`config.mk`:
```
export PLATFORM = sky130hd
export DESIGN_NAME = morse_character_keyer_flat
export DESIGN_NICKNAME = d
export VERILOG_FILES = /design/src/rtl/mck_pkg.sv /design/src/rtl/mck_in_if.sv /design/src/rtl/mck_out_if.sv /design/src/rtl/mck_cfg_if.sv /design/src/rtl/mck_alu.sv /design/src/rtl/mck_seq.sv /design/src/rtl/morse_character_keyer.sv /design/src/flat_wrapper.sv
export VERILOG_INCLUDE_DIRS = /design/src /design/src/rtl
export SDC_FILE = /design/constraint.sdc
export NUM_CORES = 1
export LEC_CHECK = 0
export BUFFER_PORTS_ARGS = -buffer_cell sky130_fd_sc_hd__buf_2
export CAP_MARGIN = 40
export CORE_UTILIZATION = 35
export CTS_CLUSTER_SIZE = 20
export DETAILED_ROUTE_END_ITERATION = 10
export SLEW_MARGIN = 25
export SYNTH_ARGS = -nofsm -noshare
export SYNTH_HDL_FRONTEND = slang
export SYNTH_SLANG_ARGS = --single-unit
export TNS_END_PERCENT = 5
```
`constraint.sdc`:
```
create_clock -name clk -period 6.2 [get_ports clk]
set_input_delay 0.93 -clock clk [delete_from_list [all_inputs] [get_ports clk]]
set_output_delay 0.93 -clock clk [all_outputs]
set_load 0.005 [all_outputs]
```
`src/rtl/morse_character_keyer_macros.svh`:
```
// ---------------------------------------------------------------------------
// Morse keyer assertion macros
// Shared concurrent assertion forms, clocked on clk and held off during
// reset.
// ---------------------------------------------------------------------------
`ifndef MORSE_CHARACTER_KEYER_MACROS_SVH
`define MORSE_CHARACTER_KEYER_MACROS_SVH

// Consequent must hold in the same cycle as the antecedent.
`define MCK_ASSERT_SAME(label, ante, cons) \
  label: assert property (@(posedge clk) disable iff (!rst_n) (ante) |-> (cons)) \
    else $error("mck: same-cycle check failed");

// Consequent must hold in the cycle after the antecedent.
`define MCK_ASSERT_NEXT(label, ante, cons) \
  label: assert property (@(posedge clk) disable iff (!rst_n) (ante) |=> (cons)) \
    else $error("mck: next-cycle check failed");

`endif

```
`src/rtl/mck_pkg.sv`:
```
// ---------------------------------------------------------------------------
// Morse keyer package
// Field widths, register indexes, character codes, segment operations and
// the International Morse code table.
// ---------------------------------------------------------------------------
package mck_pkg;

  localparam int CHAR_W  = 8;
  localparam int TIME_W  = 16;
  localparam int DUR_W   = 19;
  localparam int INDEX_W = 2;

  // Register indexes of the configuration port
  localparam logic [INDEX_W-1:0] REG_DOT  = 2'd0;
  localparam logic [INDEX_W-1:0] REG_DASH = 2'd1;
  localparam logic [INDEX_W-1:0] REG_GAP  = 2'd2;

  localparam logic [TIME_W-1:0] DOT_RESET  = 16'd250;
  localparam logic [TIME_W-1:0] DASH_RESET = 16'd750;
  localparam logic [TIME_W-1:0] GAP_RESET  = 16'd250;

  localparam logic [CHAR_W-1:0] CH_SPACE   = 8'h20;
  localparam logic [CHAR_W-1:0] CH_ZERO    = 8'h30;
  localparam logic [CHAR_W-1:0] CH_NINE    = 8'h39;
  localparam logic [CHAR_W-1:0] CH_UPPER_A = 8'h41;
  localparam logic [CHAR_W-1:0] CH_UPPER_Z = 8'h5A;
  localparam logic [CHAR_W-1:0] CH_LOWER_A = 8'h61;
  localparam logic [CHAR_W-1:0] CH_LOWER_Z = 8'h7A;
  localparam logic [CHAR_W-1:0] CASE_FOLD  = 8'd32;

  localparam logic [5:0] DIGIT_BASE = 6'd26;

  // Duration operations of the shared scaler
  typedef enum logic [2:0] {
    OP_DOT,
    OP_DASH,
    OP_GAP2,
    OP_GAP3,
    OP_GAP4,
    OP_GAP7
  } op_t;

  // Element count and pattern; pattern bit i set means element i is a dash
  typedef struct packed {
    logic [2:0] len;
    logic [4:0] pat;
  } code_t;

  function automatic code_t code_lookup(input logic [5:0] idx);
    code_t c;
    unique case (idx)
      6'd0:  c = '{len: 3'd2, pat: 5'b00010}; // A
      6'd1:  c = '{len: 3'd4, pat: 5'b00001}; // B
      6'd2:  c = '{len: 3'd4, pat: 5'b00101}; // C
      6'd3:  c = '{len: 3'd3, pat: 5'b00001}; // D
      6'd4:  c = '{len: 3'd1, pat: 5'b00000}; // E
      6'd5:  c = '{len: 3'd4, pat: 5'b00100}; // F
      6'd6:  c = '{len: 3'd3, pat: 5'b00011}; // G
      6'd7:  c = '{len: 3'd4, pat: 5'b00000}; // H
      6'd8:  c = '{len: 3'd2, pat: 5'b00000}; // I
      6'd9:  c = '{len: 3'd4, pat: 5'b01110}; // J
      6'd10: c = '{len: 3'd3, pat: 5'b00101}; // K
      6'd11: c = '{len: 3'd4, pat: 5'b00010}; // L
      6'd12: c = '{len: 3'd2, pat: 5'b00011}; // M
      6'd13: c = '{len: 3'd2, pat: 5'b00001}; // N
      6'd14: c = '{len: 3'd3, pat: 5'b00111}; // O
      6'd15: c = '{len: 3'd4, pat: 5'b00110}; // P
      6'd16: c = '{len: 3'd4, pat: 5'b01011}; // Q
      6'd17: c = '{len: 3'd3, pat: 5'b00010}; // R
      6'd18: c = '{len: 3'd3, pat: 5'b00000}; // S
      6'd19: c = '{len: 3'd1, pat: 5'b00001}; // T
      6'd20: c = '{len: 3'd3, pat: 5'b00100}; // U
      6'd21: c = '{len: 3'd4, pat: 5'b01000}; // V
      6'd22: c = '{len: 3'd3, pat: 5'b00110}; // W
      6'd23: c = '{len: 3'd4, pat: 5'b01001}; // X
      6'd24: c = '{len: 3'd4, pat: 5'b01101}; // Y
      6'd25: c = '{len: 3'd4, pat: 5'b00011}; // Z
      6'd26: c = '{len: 3'd5, pat: 5'b11111}; // 0
      6'd27: c = '{len: 3'd5, pat: 5'b11110}; // 1
      6'd28: c = '{len: 3'd5, pat: 5'b11100}; // 2
      6'd29: c = '{len: 3'd5, pat: 5'b11000}; // 3
      6'd30: c = '{len: 3'd5, pat: 5'b10000}; // 4
      6'd31: c = '{len: 3'd5, pat: 5'b00000}; // 5
      6'd32: c = '{len: 3'd5, pat: 5'b00001}; // 6
      6'd33: c = '{len: 3'd5, pat: 5'b00011}; // 7
      6'd34: c = '{len: 3'd5, pat: 5'b00111}; // 8
      6'd35: c = '{len: 3'd5, pat: 5'b01111}; // 9
      default: c = '{len: 3'd1, pat: 5'b00000};
    endcase
    return c;
  endfunction

endpackage

```
`src/rtl/mck_in_if.sv`:
```
// ---------------------------------------------------------------------------
// Morse keyer character channel
// Valid/ready channel carrying one ASCII character per request.
// ---------------------------------------------------------------------------
interface mck_in_if;
  logic                         valid;
  logic                         ready;
  logic [mck_pkg::CHAR_W-1:0]   character;

  modport source (output valid, output character, input ready);
  modport sink   (input valid, input character, output ready);
endinterface

```
`src/rtl/mck_out_if.sv`:
```
// ---------------------------------------------------------------------------
// Morse keyer segment channel
// Valid/ready channel carrying one timed signal segment per request.
// ---------------------------------------------------------------------------
interface mck_out_if;
  logic                        valid;
  logic                        ready;
  logic                        level;
  logic [mck_pkg::DUR_W-1:0]   duration;
  logic                        last;

  modport source (output valid, output level, output duration, output last, input ready);
  modport sink   (input valid, input level, input duration, input last, output ready);
endinterface

```
`src/rtl/mck_cfg_if.sv`:
```
// ---------------------------------------------------------------------------
// Morse keyer configuration channel
// Valid/ready write channel carrying a register index and write data.
// ---------------------------------------------------------------------------
interface mck_cfg_if;
  logic                          valid;
  logic                          ready;
  logic [mck_pkg::INDEX_W-1:0]   index;
  logic [mck_pkg::TIME_W-1:0]    data;

  modport source (output valid, output index, output data, input ready);
  modport sink   (input valid, input index, input data, output ready);
endinterface

```
`src/rtl/mck_alu.sv`:
```
// ---------------------------------------------------------------------------
// Morse keyer duration scaler
// One shift-add-subtract unit that forms every segment duration: dot or dash
// time as is, or the gap unit times 2, 3, 4 or 7.
// ---------------------------------------------------------------------------
module mck_alu (
  input  mck_pkg::op_t                 op,
  input  logic [mck_pkg::TIME_W-1:0]   dot_time,
  input  logic [mck_pkg::TIME_W-1:0]   dash_time,
  input  logic [mck_pkg::TIME_W-1:0]   gap_time,
  output logic [mck_pkg::DUR_W-1:0]    duration
);

  typedef enum logic [1:0] {
    MODE_PASS,
    MODE_ADD,
    MODE_SUB
  } mode_t;

  logic [mck_pkg::TIME_W-1:0] base;
  logic [1:0]                 shamt;
  mode_t                      mode;
  logic [mck_pkg::DUR_W-1:0]  base_ext;
  logic [mck_pkg::DUR_W-1:0]  shifted;

  always_comb begin
    unique case (op)
      mck_pkg::OP_DOT:  begin base = dot_time;  shamt = 2'd0; mode = MODE_PASS; end
      mck_pkg::OP_DASH: begin base = dash_time; shamt = 2'd0; mode = MODE_PASS; end
      mck_pkg::OP_GAP2: begin base = gap_time;  shamt = 2'd1; mode = MODE_PASS; end
      mck_pkg::OP_GAP3: begin base = gap_time;  shamt = 2'd1; mode = MODE_ADD;  end
      mck_pkg::OP_GAP4: begin base = gap_time;  shamt = 2'd2; mode = MODE_PASS; end
      mck_pkg::OP_GAP7: begin base = gap_time;  shamt = 2'd3; mode = MODE_SUB;  end
      default:          begin base = gap_time;  shamt = 2'd0; mode = MODE_PASS; end
    endcase
  end

  assign base_ext = {{(mck_pkg::DUR_W-mck_pkg::TIME_W){1'b0}}, base};
  assign shifted  = base_ext << shamt;

  always_comb begin
    case (mode)
      MODE_ADD: duration = shifted + base_ext;
      MODE_SUB: duration = shifted - base_ext;
      default:  duration = shifted;
    endcase
  end

endmodule

```
`src/rtl/mck_seq.sv`:
```
// ---------------------------------------------------------------------------
// Morse keyer sequencer
// Classifies an accepted character, then steps through its segments one
// per cycle while the output is not stalled, driving the scaler and
// holding each segment in the output register until it is taken.
// ---------------------------------------------------------------------------
module mck_seq (
  input  logic                          clk,
  input  logic                          rst_n,
  input  logic                          in_valid,
  input  logic [mck_pkg::CHAR_W-1:0]    in_character,
  output logic                          in_ready,
  output logic                          out_valid,
  input  logic                          out_ready,
  output logic                          out_level,
  output logic [mck_pkg::DUR_W-1:0]     out_duration,
  output logic                          out_last,
  output mck_pkg::op_t                  op,
  input  logic [mck_pkg::DUR_W-1:0]     seg_duration
);

  typedef enum logic {
    S_IDLE,
    S_SEND
  } state_t;

  typedef enum logic [1:0] {
    K_SPACE,
    K_OTHER,
    K_CODE
  } kind_t;

  state_t                       state_r, state_nxt;
  kind_t                        kind_r, kind_nxt;
  logic [4:0]                   pat_r, pat_nxt;
  logic [2:0]                   len_r, len_nxt;
  logic [2:0]                   cnt_r, cnt_nxt;
  logic                         phase_r, phase_nxt;
  logic                         out_valid_r, out_valid_nxt;
  logic                         out_level_r, out_level_nxt;
  logic [mck_pkg::DUR_W-1:0]    out_duration_r, out_duration_nxt;
  logic                         out_last_r, out_last_nxt;

  logic [mck_pkg::CHAR_W-1:0]   ch_up;
  logic [mck_pkg::CHAR_W-1:0]   ch_off;
  logic [5:0]                   idx;
  mck_pkg::code_t               code;
  kind_t                        kind_in;
  logic                         accept;
  logic                         load;
  logic                         final_elem;
  logic                         seg_level;
  logic                         seg_last;

  // Fold case and classify the incoming character
  always_comb begin
    ch_up  = in_character;
    ch_off = '0;
    idx    = '0;
    if (in_character >= mck_pkg::CH_LOWER_A && in_character <= mck_pkg::CH_LOWER_Z) begin
      ch_up = in_character - mck_pkg::CASE_FOLD;
    end
    if (ch_up == mck_pkg::CH_SPACE) begin
      kind_in = K_SPACE;
    end else if (ch_up >= mck_pkg::CH_UPPER_A && ch_up <= mck_pkg::CH_UPPER_Z) begin
      kind_in = K_CODE;
      ch_off  = ch_up - mck_pkg::CH_UPPER_A;
      idx     = ch_off[5:0];
    end else if (ch_up >= mck_pkg::CH_ZERO && ch_up <= mck_pkg::CH_NINE) begin
      kind_in = K_CODE;
      ch_off  = ch_up - mck_pkg::CH_ZERO;
      idx     = mck_pkg::DIGIT_BASE + ch_off[5:0];
    end else begin
      kind_in = K_OTHER;
    end
  end

  assign code = mck_pkg::code_lookup(idx);

  // Segment under way
  assign final_elem = (cnt_r == len_r - 3'd1);
  assign seg_level  = (kind_r == K_CODE) && !phase_r;
  assign seg_last   = (kind_r != K_CODE) || (phase_r && final_elem);

  always_comb begin
    unique case (kind_r)
      K_SPACE: op = mck_pkg::OP_GAP7;
      K_OTHER: op = mck_pkg::OP_GAP3;
      K_CODE: begin
        if (!phase_r) begin
          op = pat_r[cnt_r] ? mck_pkg::OP_DASH : mck_pkg::OP_DOT;
        end else begin
          op = final_elem ? mck_pkg::OP_GAP4 : mck_pkg::OP_GAP2;
        end
      end
      default: op = mck_pkg::OP_GAP3;
    endcase
  end

  assign accept = (state_r == S_IDLE) && in_valid;
  assign load   = (state_r == S_SEND) && (!out_valid_r || out_ready);

  always_comb begin
    state_nxt        = state_r;
    kind_nxt         = kind_r;
    pat_nxt          = pat_r;
    len_nxt          = len_r;
    cnt_nxt          = cnt_r;
    phase_nxt        = phase_r;
    out_level_nxt    = out_level_r;
    out_duration_nxt = out_duration_r;
    out_last_nxt     = out_last_r;
    out_valid_nxt    = out_ready ? 1'b0 : out_valid_r;
    unique case (state_r)
      S_IDLE: begin
        if (accept) begin
          state_nxt = S_SEND;
          kind_nxt  = kind_in;
          pat_nxt   = code.pat;
          len_nxt   = code.len;
          cnt_nxt   = '0;
          phase_nxt = 1'b0;
        end
      end
      S_SEND: begin
        if (load) begin
          out_valid_nxt    = 1'b1;
          out_level_nxt    = seg_level;
          out_duration_nxt = seg_duration;
          out_last_nxt     = seg_last;
          if (seg_last) begin
            state_nxt = S_IDLE;
          end else if (phase_r) begin
            cnt_nxt   = cnt_r + 3'd1;
            phase_nxt = 1'b0;
          end else begin
            phase_nxt = 1'b1;
          end
        end
      end
      default: state_nxt = S_IDLE;
    endcase
  end

  always_ff @(posedge clk) begin
    if (!rst_n) begin
      state_r     <= S_IDLE;
      out_valid_r <= 1'b0;
    end else begin
      state_r        <= state_nxt;
      out_valid_r    <= out_valid_nxt;
      kind_r         <= kind_nxt;
      pat_r          <= pat_nxt;
      len_r          <= len_nxt;
      cnt_r          <= cnt_nxt;
      phase_r        <= phase_nxt;
      out_level_r    <= out_level_nxt;
      out_duration_r <= out_duration_nxt;
      out_last_r     <= out_last_nxt;
    end
  end

  assign in_ready     = (state_r == S_IDLE);
  assign out_valid    = out_valid_r;
  assign out_level    = out_level_r;
  assign out_duration = out_duration_r;
  assign out_last     = out_last_r;

endmodule

```
`src/rtl/morse_character_keyer.sv`:
```
// ---------------------------------------------------------------------------
// Morse character keyer
// Turns one ASCII character into the timed on/off segments of its
// International Morse code.
// ---------------------------------------------------------------------------
// Each accepted character request yields one to ten segment requests on the
// output channel. Lower case is folded to upper case. A letter or digit
// gives, for each element, an on segment of dot_time or dash_time followed
// by an off segment of 2 * gap_time, or 4 * gap_time after the final
// element; a space gives one off segment of 7 * gap_time and any other byte
// one off segment of 3 * gap_time. The final segment of a character carries
// last = 1. The block accepts and classifies a character, then loads its
// segments into the output register one per cycle while the output is
// ready; the sequencer steps through a single shift-add-subtract scaler,
// and input ready stays low until the last segment has been loaded into
// the output register. Registers dot_time (index 0), dash_time (index 1)
// and gap_time (index 2) reset to 250, 750 and 250 ms; writes to other
// indexes are dropped. Write them only while idle.
// ---------------------------------------------------------------------------
`include "morse_character_keyer_macros.svh"

module morse_character_keyer (
  input  logic          clk,
  input  logic          rst_n,
  mck_in_if.sink        in_ch,
  mck_out_if.source     out_ch,
  mck_cfg_if.sink       cfg_ch
);

  // Timing registers
  logic [mck_pkg::TIME_W-1:0] dot_time_r;
  logic [mck_pkg::TIME_W-1:0] dash_time_r;
  logic [mck_pkg::TIME_W-1:0] gap_time_r;

  // Scaler hookup
  mck_pkg::op_t               op;
  logic [mck_pkg::DUR_W-1:0]  seg_duration;

  // Configuration writes are always taken
  assign cfg_ch.ready = 1'b1;

  always_ff @(posedge clk) begin
    if (!rst_n) begin
      dot_time_r  <= mck_pkg::DOT_RESET;
      dash_time_r <= mck_pkg::DASH_RESET;
      gap_time_r  <= mck_pkg::GAP_RESET;
    end else if (cfg_ch.valid) begin
      unique case (cfg_ch.index)
        mck_pkg::REG_DOT:  dot_time_r  <= cfg_ch.data;
        mck_pkg::REG_DASH: dash_time_r <= cfg_ch.data;
        mck_pkg::REG_GAP:  gap_time_r  <= cfg_ch.data;
        default: ; // drop writes to unknown indexes
      endcase
    end
  end

  // Shared duration scaler
  mck_alu u_alu (
    .op        (op),
    .dot_time  (dot_time_r),
    .dash_time (dash_time_r),
    .gap_time  (gap_time_r),
    .duration  (seg_duration)
  );

  // Segment sequencer with output register
  mck_seq u_seq (
    .clk          (clk),
    .rst_n        (rst_n),
    .in_valid     (in_ch.valid),
    .in_character (in_ch.character),
    .in_ready     (in_ch.ready),
    .out_valid    (out_ch.valid),
    .out_ready    (out_ch.ready),
    .out_level    (out_ch.level),
    .out_duration (out_ch.duration),
    .out_last     (out_ch.last),
    .op           (op),
    .seg_duration (seg_duration)
  );

  // An accepted character always holds the input off in the cycle after it is taken
  `MCK_ASSERT_NEXT(a_busy_after_accept, in_ch.valid && in_ch.ready, !in_ch.ready)
  // An on segment is never the final segment of a character
  `MCK_ASSERT_SAME(a_on_not_last, out_ch.valid && out_ch.level, !out_ch.last)
  // Input stays closed while a non-final segment is waiting on the output
  `MCK_ASSERT_SAME(a_closed_mid_char, out_ch.valid && !out_ch.last, !in_ch.ready)

endmodule
```
`src/flat_wrapper.sv`:
```
// flat-port wrapper written by rule: the top's interface ports become plain ports
module morse_character_keyer_flat 
  (clk, rst_n, in_ch_valid, in_ch_character, in_ch_ready, out_ch_valid, out_ch_level, out_ch_duration, out_ch_last, out_ch_ready, cfg_ch_valid, cfg_ch_index, cfg_ch_data, cfg_ch_ready);
  mck_in_if in_ch_i ();
  mck_out_if out_ch_i ();
  mck_cfg_if cfg_ch_i ();
  input  logic clk;
  input  logic rst_n;
  input wire logic [$bits(in_ch_i.valid)-1:0] in_ch_valid;
  input wire logic [$bits(in_ch_i.character)-1:0] in_ch_character;
  output wire logic [$bits(in_ch_i.ready)-1:0] in_ch_ready;
  output wire logic [$bits(out_ch_i.valid)-1:0] out_ch_valid;
  output wire logic [$bits(out_ch_i.level)-1:0] out_ch_level;
  output wire logic [$bits(out_ch_i.duration)-1:0] out_ch_duration;
  output wire logic [$bits(out_ch_i.last)-1:0] out_ch_last;
  input wire logic [$bits(out_ch_i.ready)-1:0] out_ch_ready;
  input wire logic [$bits(cfg_ch_i.valid)-1:0] cfg_ch_valid;
  input wire logic [$bits(cfg_ch_i.index)-1:0] cfg_ch_index;
  input wire logic [$bits(cfg_ch_i.data)-1:0] cfg_ch_data;
  output wire logic [$bits(cfg_ch_i.ready)-1:0] cfg_ch_ready;
  assign in_ch_i.valid = in_ch_valid;
  assign in_ch_i.character = in_ch_character;
  assign in_ch_ready = in_ch_i.ready;
  assign out_ch_valid = out_ch_i.valid;
  assign out_ch_level = out_ch_i.level;
  assign out_ch_duration = out_ch_i.duration;
  assign out_ch_last = out_ch_i.last;
  assign out_ch_i.ready = out_ch_ready;
  assign cfg_ch_i.valid = cfg_ch_valid;
  assign cfg_ch_i.index = cfg_ch_index;
  assign cfg_ch_i.data = cfg_ch_data;
  assign cfg_ch_ready = cfg_ch_i.ready;
  morse_character_keyer u_core (.clk(clk), .rst_n(rst_n), .in_ch(in_ch_i), .out_ch(out_ch_i), .cfg_ch(cfg_ch_i));
endmodule
```
==> metrics.txt, run 1 <==
Horiz. Die Dim=138 um; Post-Synth XOR/XNOR Area=4.62%; Cell Area, Placed=6870 sq um; min cycle time layout=5.49 ns; vias per inst=5.27; Num CTS Buffers=9; drt total wl=15,100 um; H-tree depth=3; largest fanout on the critical path=8; Post-Syn Instances=769; Netlist cell types=84; initial core utilization=35.8%; outcome=finished clean; num rows=49; relative slew slack=47.5%; syn nets=837; Synth area leaders=edfxtp_1 (16%), dfxtp_1 (16%), nand2_1 (8.7%), ha_1 (7.0%), mux2i_1 (6.7%); DR vias=5,468; GRT Residual Overflow=0; Lkg Pwr=2.98 nW; Crit. End Element=register; Die ar.=19,000 sq um; TritonRoute pass-1 iters=5; pwr dens=217 nW/um^2; most frequent cells in the layout=nand2_1 (149), buf_2 (53), dfxtp_1 (50); clk_skew=0.0156 ns; buffers added on ports=53; detailed-route DRC error count=0; RD Place Congestion=0.849; die height=138 um; critical path class=register to register; DPL Wire Length=11,300 um; post-synthesis mux area share=7.90%; Tcrit/Tclk final=88.6%; Yosys top cell area share=16.3%; combinational family with the most area after synthesis=compound AO/OA/AOI/OAI gates; #FFs+latches synth=85; Hold WS=0.465 ns; post-synthesis sequential area ratio=31.8%; Synth Area in Simple Gates=21.6%; final setup fails=0; Post-DRT Antenna Nets=0; number of flops mapped to enable cells by yosys=35; nets=872; DR iter-0 viols=315; Root Buffer=clkbuf_16; Slowest cell on crit path=mux4_2; CTS Hold Bufs=0; dpl ws=0.707 ns; critical path required time=6.31 ns; average wire per standard cell=14.6 um; total track usage=16.8%; Netlist Area Pre-Place=6450 sq um; vias in the first global route=4,919; RSZ-0062 raised after global routing=false; achievable frequency=182 MHz; max-slew violations=0; Buf+Inv Stages, Crit Path=0; first-pass GRT wire length=24,900 um; Post-CTS Resized=0; worst setup margin=0.707 ns; clock latency on the worst-skew pair=0.36 ns; post-synth top area cell=edfxtp_1; Post-Synth Adder-Cell Area=7.30%; largest net degree at the start of global routing=54; Setup TNS Final=0 ns; max-cap viol count=0; CTS tree=done; CP max stage delay=0.57 ns; antenna violations before repair=1; FFs w/ async S/R, synth=0%; buffer count from post-CTS setup fixing=0; leading cell type in the layout, fill and taps excluded=nand2_1; CTS sink count=85; crit start category=register; mean post-synth cell area=8.39 sq um; ant diodes=0; worst slew pin tran=0.785 ns; fin area=7190 sq um; crit path cell chain=mux4_2, a21oi_2, mux2i_1, nor2_1, a21oi_1, ha_1, o211ai_1, o21ai_1, xnor2_1, ha_1, a2111oi_0, a22oi_1, a41o_1, o311a_1, a2111oi_4, a21oi_1, xnor2_1, o21ai_0; family with the most delay on the worst path=compound AO/OA/AOI/OAI gates; Compound-Gate Fraction of Synth Area=22.1%; worst endpoint data arrival time=5.60 ns; area growth from synthesis to layout=11.5%; worst hold path type=register to register; Core ar.=18,000 sq um; Clock transition at path regs=0.08 ns; CTS Buffer Depth=2; Yosys warnings=0; top_reg_cell synth=dfxtp_1; Max rail drop VDD=121 uV; final hold vios=0; num ports=55; share of cells above drive strength 1=14.6%
-- routing by layer --
layer | track usage [%] | up-vias | wire length [um]
li1 | - | 2824 | -
met1 | 23.6 | 2533 | 7600
met4 | 6.04 | 2 | 207
met5 | 0 | - | 10
met3 | 2.39 | 17 | 480
met2 | 26.0 | 92 | 6820
-- power breakdown --
part | total (mW) | internal (mW) | switching, mW
combinational | 0.377 | 0.160 | 0.218
sequential | 0.633 | 0.619 | 0.0149
clock | 0.548 | 0.286 | 0.262
-- tightest hold or removal path, cell delays in order, from the launching register on --
cell	delay [ns]
dfxtp_1	0.31
nand2_1	0.04
a21boi_0	0.06
-- logic make-up after synthesis --
group	Yosys count
other cells	1
xor+xnor	34
flops	85
simple gates	300
fa+ha+maj	37
mux	49
buf+inv	63
compound gates	200
-- final timing paths --
kind                                       startpoint                       endpoint  slack [ns]  cells after the start
worst max register to register  u_core.u_seq.cnt_r[0]  u_core.u_seq.out_duration[17]        0.71                     18
worst max-delay path            u_core.u_seq.cnt_r[0]  u_core.u_seq.out_duration[17]        0.71                     18
worst min register to register  u_core.dot_time_r[12]          u_core.dot_time_r[12]        0.46                      2
worst min-delay path            u_core.dot_time_r[12]          u_core.dot_time_r[12]        0.46                      2
-- cell type report --
class / instances / area, sq um
clock buffer: 9 / 225
clock inverter: 7 / 75.1
sequential: 85 / 2050
inverter: 25 / 93.8
timing repair buffer: 62 / 349
multi-input combinational: 621 / 4110
fill: 1868 / 10800
tap: 229 / 287
-- registers in the layout, indices dropped and copies added (netlist names) --
register	cells
u_core.u_seq.out_duration	19
u_core.u_seq.out_level	1
u_core.u_seq.len_r	3
u_core.u_seq.state_r	1
u_core.dash_time_r	16
u_core.u_seq.out_valid	1
u_core.gap_time_r	16
u_core.u_seq.cnt_r	3
u_core.u_seq.kind_r	2
u_core.u_seq.pat_r	5
u_core.u_seq.phase_r	1
u_core.dot_time_r	16
u_core.u_seq.out_last	1
-- synthesized netlist by cell type (3+ instances only) --
cell type and count:
nor2_1 42, edfxtp_1 35, nand3_1 30, nand2_1 149, a21o_1 15, xor2_1 13
and3_1 7, ha_1 36, nor4_1 6, nor3_1 16, o21a_1 10, or2_2 5
nor2b_1 6, a31oi_1 7, and2_1 7, o21ai_1 10, o31ai_1 7, a211oi_1 5
nand3b_1 3, clkbuf_1 24, a21oi_1 34, o21ai_0 33, inv_1 24, buf_2 4
dfxtp_1 50, mux2i_1 43, mux2_2 5, o21ai_2 4, buf_6 7, o211ai_1 7
a21boi_0 30, or3_1 6, nand2b_1 8, xnor2_1 21
-- per-stage QoR --
step	util, %	instances	power [mW]
after global routing	39.9	1038	1.64
final	39.9	1038	1.56
after detailed placement	38.1	1021	1.02
after CTS	39.8	1037	1.57
after global placement	38.0	1019	1.02
after floorplan	-	769	0.935
Note: power is estimated with default switching activity, not from simulation.
==> inputs of run 2 (changes only) <==
--- a/config.mk
+++ b/config.mk
@@ -11,6 +11,7 @@
 export CORE_UTILIZATION = 35
 export CTS_CLUSTER_SIZE = 20
 export DETAILED_ROUTE_END_ITERATION = 10
+export GPL_TIMING_DRIVEN = 0
 export SLEW_MARGIN = 25
 export SYNTH_ARGS = -nofsm -noshare
 export SYNTH_HDL_FRONTEND = slang
==> run 2 against run 1 <==
  * Flip-flop and latch count did not move
  * Final cell count rose by 2.8%
  * Design area rose by 1.5%
==> metrics.txt, run 2 (synthesis results as in run 1) <==
RD Place Congestion=0.870; clock latency on the worst-skew pair=0.34 ns; final hold vios=0; min cycle time layout=5.74 ns; initial core utilization=35.8%; Hold Path Stages=2; Tcrit/Tclk final=92.6%; Hold WS=0.465 ns; # placed instances=1,051; clock power share=33.0%; Hold Path End=u_core.dash_time_r[10]; num ports=55; max-slew violations=0; worst reg2reg endpoint=u_core.u_seq.out_duration[18]; crit path launch=u_core.u_seq.cnt_r[0]; switching pwr=466 uW; nets=902; max reg flops=19; worst hold path type=register to register; outcome=finished clean; relative slew slack=52.6%; first-pass GRT wire length=26,900 um; Layout Cells excl Fill=1,067; Horiz. Die Dim=138 um; Die ar.=19,000 sq um; H-tree depth=3; clk_skew=0.0114 ns; vias in the first global route=5,309; most frequent cells in the layout=nand2_1 (149), buf_2 (56), dfxtp_1 (50); vias per inst=5.26; reg-to-reg slack, setup=0.46 ns; share of cells above drive strength 1=14.3%; detailed-route DRC error count=0; Num CTS Buffers=9; final core occ=40.5%; achievable frequency=174 MHz; Crit. End Element=register; DR vias=5,609; Sw Ratio=30.4%; combinational group share of total power=25.7%; num rows=49; Max rail drop VDD=125 uV; start point of the worst hold path=u_core.dash_time_r[10]; Core ar.=18,000 sq um; max-cap viol count=0; Lkg Pwr=3.03 nW; leading cell type in the layout, fill and taps excluded=nand2_1; critical path required time=6.29 ns; pwr dens=210 nW/um^2; final setup fails=0; average wire per standard cell=15.4 um; Cell Area, Placed=7010 sq um; Setup TNS Final=0 ns; Root Buffer=clkbuf_16; sequential fraction of design power=41.3%; area growth from synthesis to layout=13.1%; drt total wl=16,500 um; Pint=1.07 mW; largest net degree at the start of global routing=17; total track usage=18.2%; RSZ-0062 raised after global routing=false; Post-DRT Antenna Nets=0; CTS Buffer Depth=2; worst endpoint data arrival time=5.83 ns; fin area=7300 sq um; worst slew pin tran=0.691 ns; TritonRoute pass-1 iters=5; buffers added on ports=51; DPL Wire Length=12,700 um; antenna violations before repair=0; largest fanout on the critical path=10; critical path class=register to register; CTS sink count=85; buffer count from post-CTS setup fixing=0; reg2reg path depth=23; crit start category=register; ant diodes=0; Clock transition at path regs=0.06 ns; Crit Reg-Reg Startpoint=u_core.u_seq.cnt_r[0]; DR iter-0 viols=340; CTS tree=done; GRT Residual Overflow=0; die height=138 um
-- run 2: changes by cell type in the layout (fill, tap and decap cells not counted), moves of 3 or more --
cell / delta
buf_6: +7
buf_4: -6
buf_2: +3
inv_8: -3
clkbuf_1: +24
-- run 2: worst max-delay path by stage --
stage / end / slack (ns)
finish: u_core.u_seq.out_duration[18] / 0.46
CTS: u_core.u_seq.out_duration[18] / 0.07
floorplan: u_core.u_seq.out_duration[15] / 1.11
global placement: u_core.u_seq.out_duration[18] / 0.07
detailed placement: u_core.u_seq.out_duration[18] / 0.09
global route: u_core.u_seq.out_duration[18] / 0.06
-- run 2: power groups by stage --
stage	Combinational (mW)	Clock [mW]	Sequential, mW
finish	0.393	0.505	0.633
global route	0.441	0.539	0.636
CTS	0.392	0.516	0.633
detailed placement	0.390	0	0.645
global placement	0.387	0	0.645
floorplan	0.293	0	0.643
-- run 2: worst max-delay path, cell delays in order, from the launching register on --
cell	delay, ns
edfxtp_1	0.46
mux4_2	0.60
a21oi_2	0.26
buf_6	0.23
buf_6	0.20
mux2i_1	0.19
nor2_1	0.08
a21oi_4	0.25
ha_1	0.21
o211ai_1	0.16
o21ai_1	0.23
and3_1	0.20
nor2_1	0.06
xnor2_1	0.17
ha_1	0.37
and3_1	0.22
and2_1	0.13
a311o_1	0.36
o21ai_0	0.26
nand3_1	0.10
o311ai_0	0.17
o21ai_1	0.24
a21o_1	0.20
o211a_1	0.14
-- run 2: final cells by class --
| class | count | area [sq um] |
|---|---|---|
| timing repair buffer | 54 | 277 |
| tap | 229 | 287 |
| buffer | 38 | 204 |
| multi-input combinational | 621 | 4110 |
| fill | 1882 | 10700 |
| inverter | 25 | 93.8 |
| sequential | 85 | 2050 |
| clock buffer | 10 | 239 |
| clock inverter | 5 | 33.8 |
-- run 2: layer usage --
metal	track usage [%]	vias to the layer above	part of all wire, %	wire [um]
met5	0	-	0	0
met4	5.56	0	1.3	221
met3	3.02	17	4.1	679
met2	30.7	112	47	7710
met1	23.7	2607	48	7850
li1	-	2873	-	-
-- run 2: per-stage QoR --
stage,worst slack [ns],total power [mW]
detailed placement,0.0876,1.04
floorplan,1.11,0.935
finish,0.461,1.53
global route,0.0624,1.62
CTS,0.0709,1.54
global placement,0.0715,1.03
-- run 2: what timing repair did --
action	CTS	global route
gates resized for setup	0	3
setup endpoints to repair	0	3
hold buffers	0	0
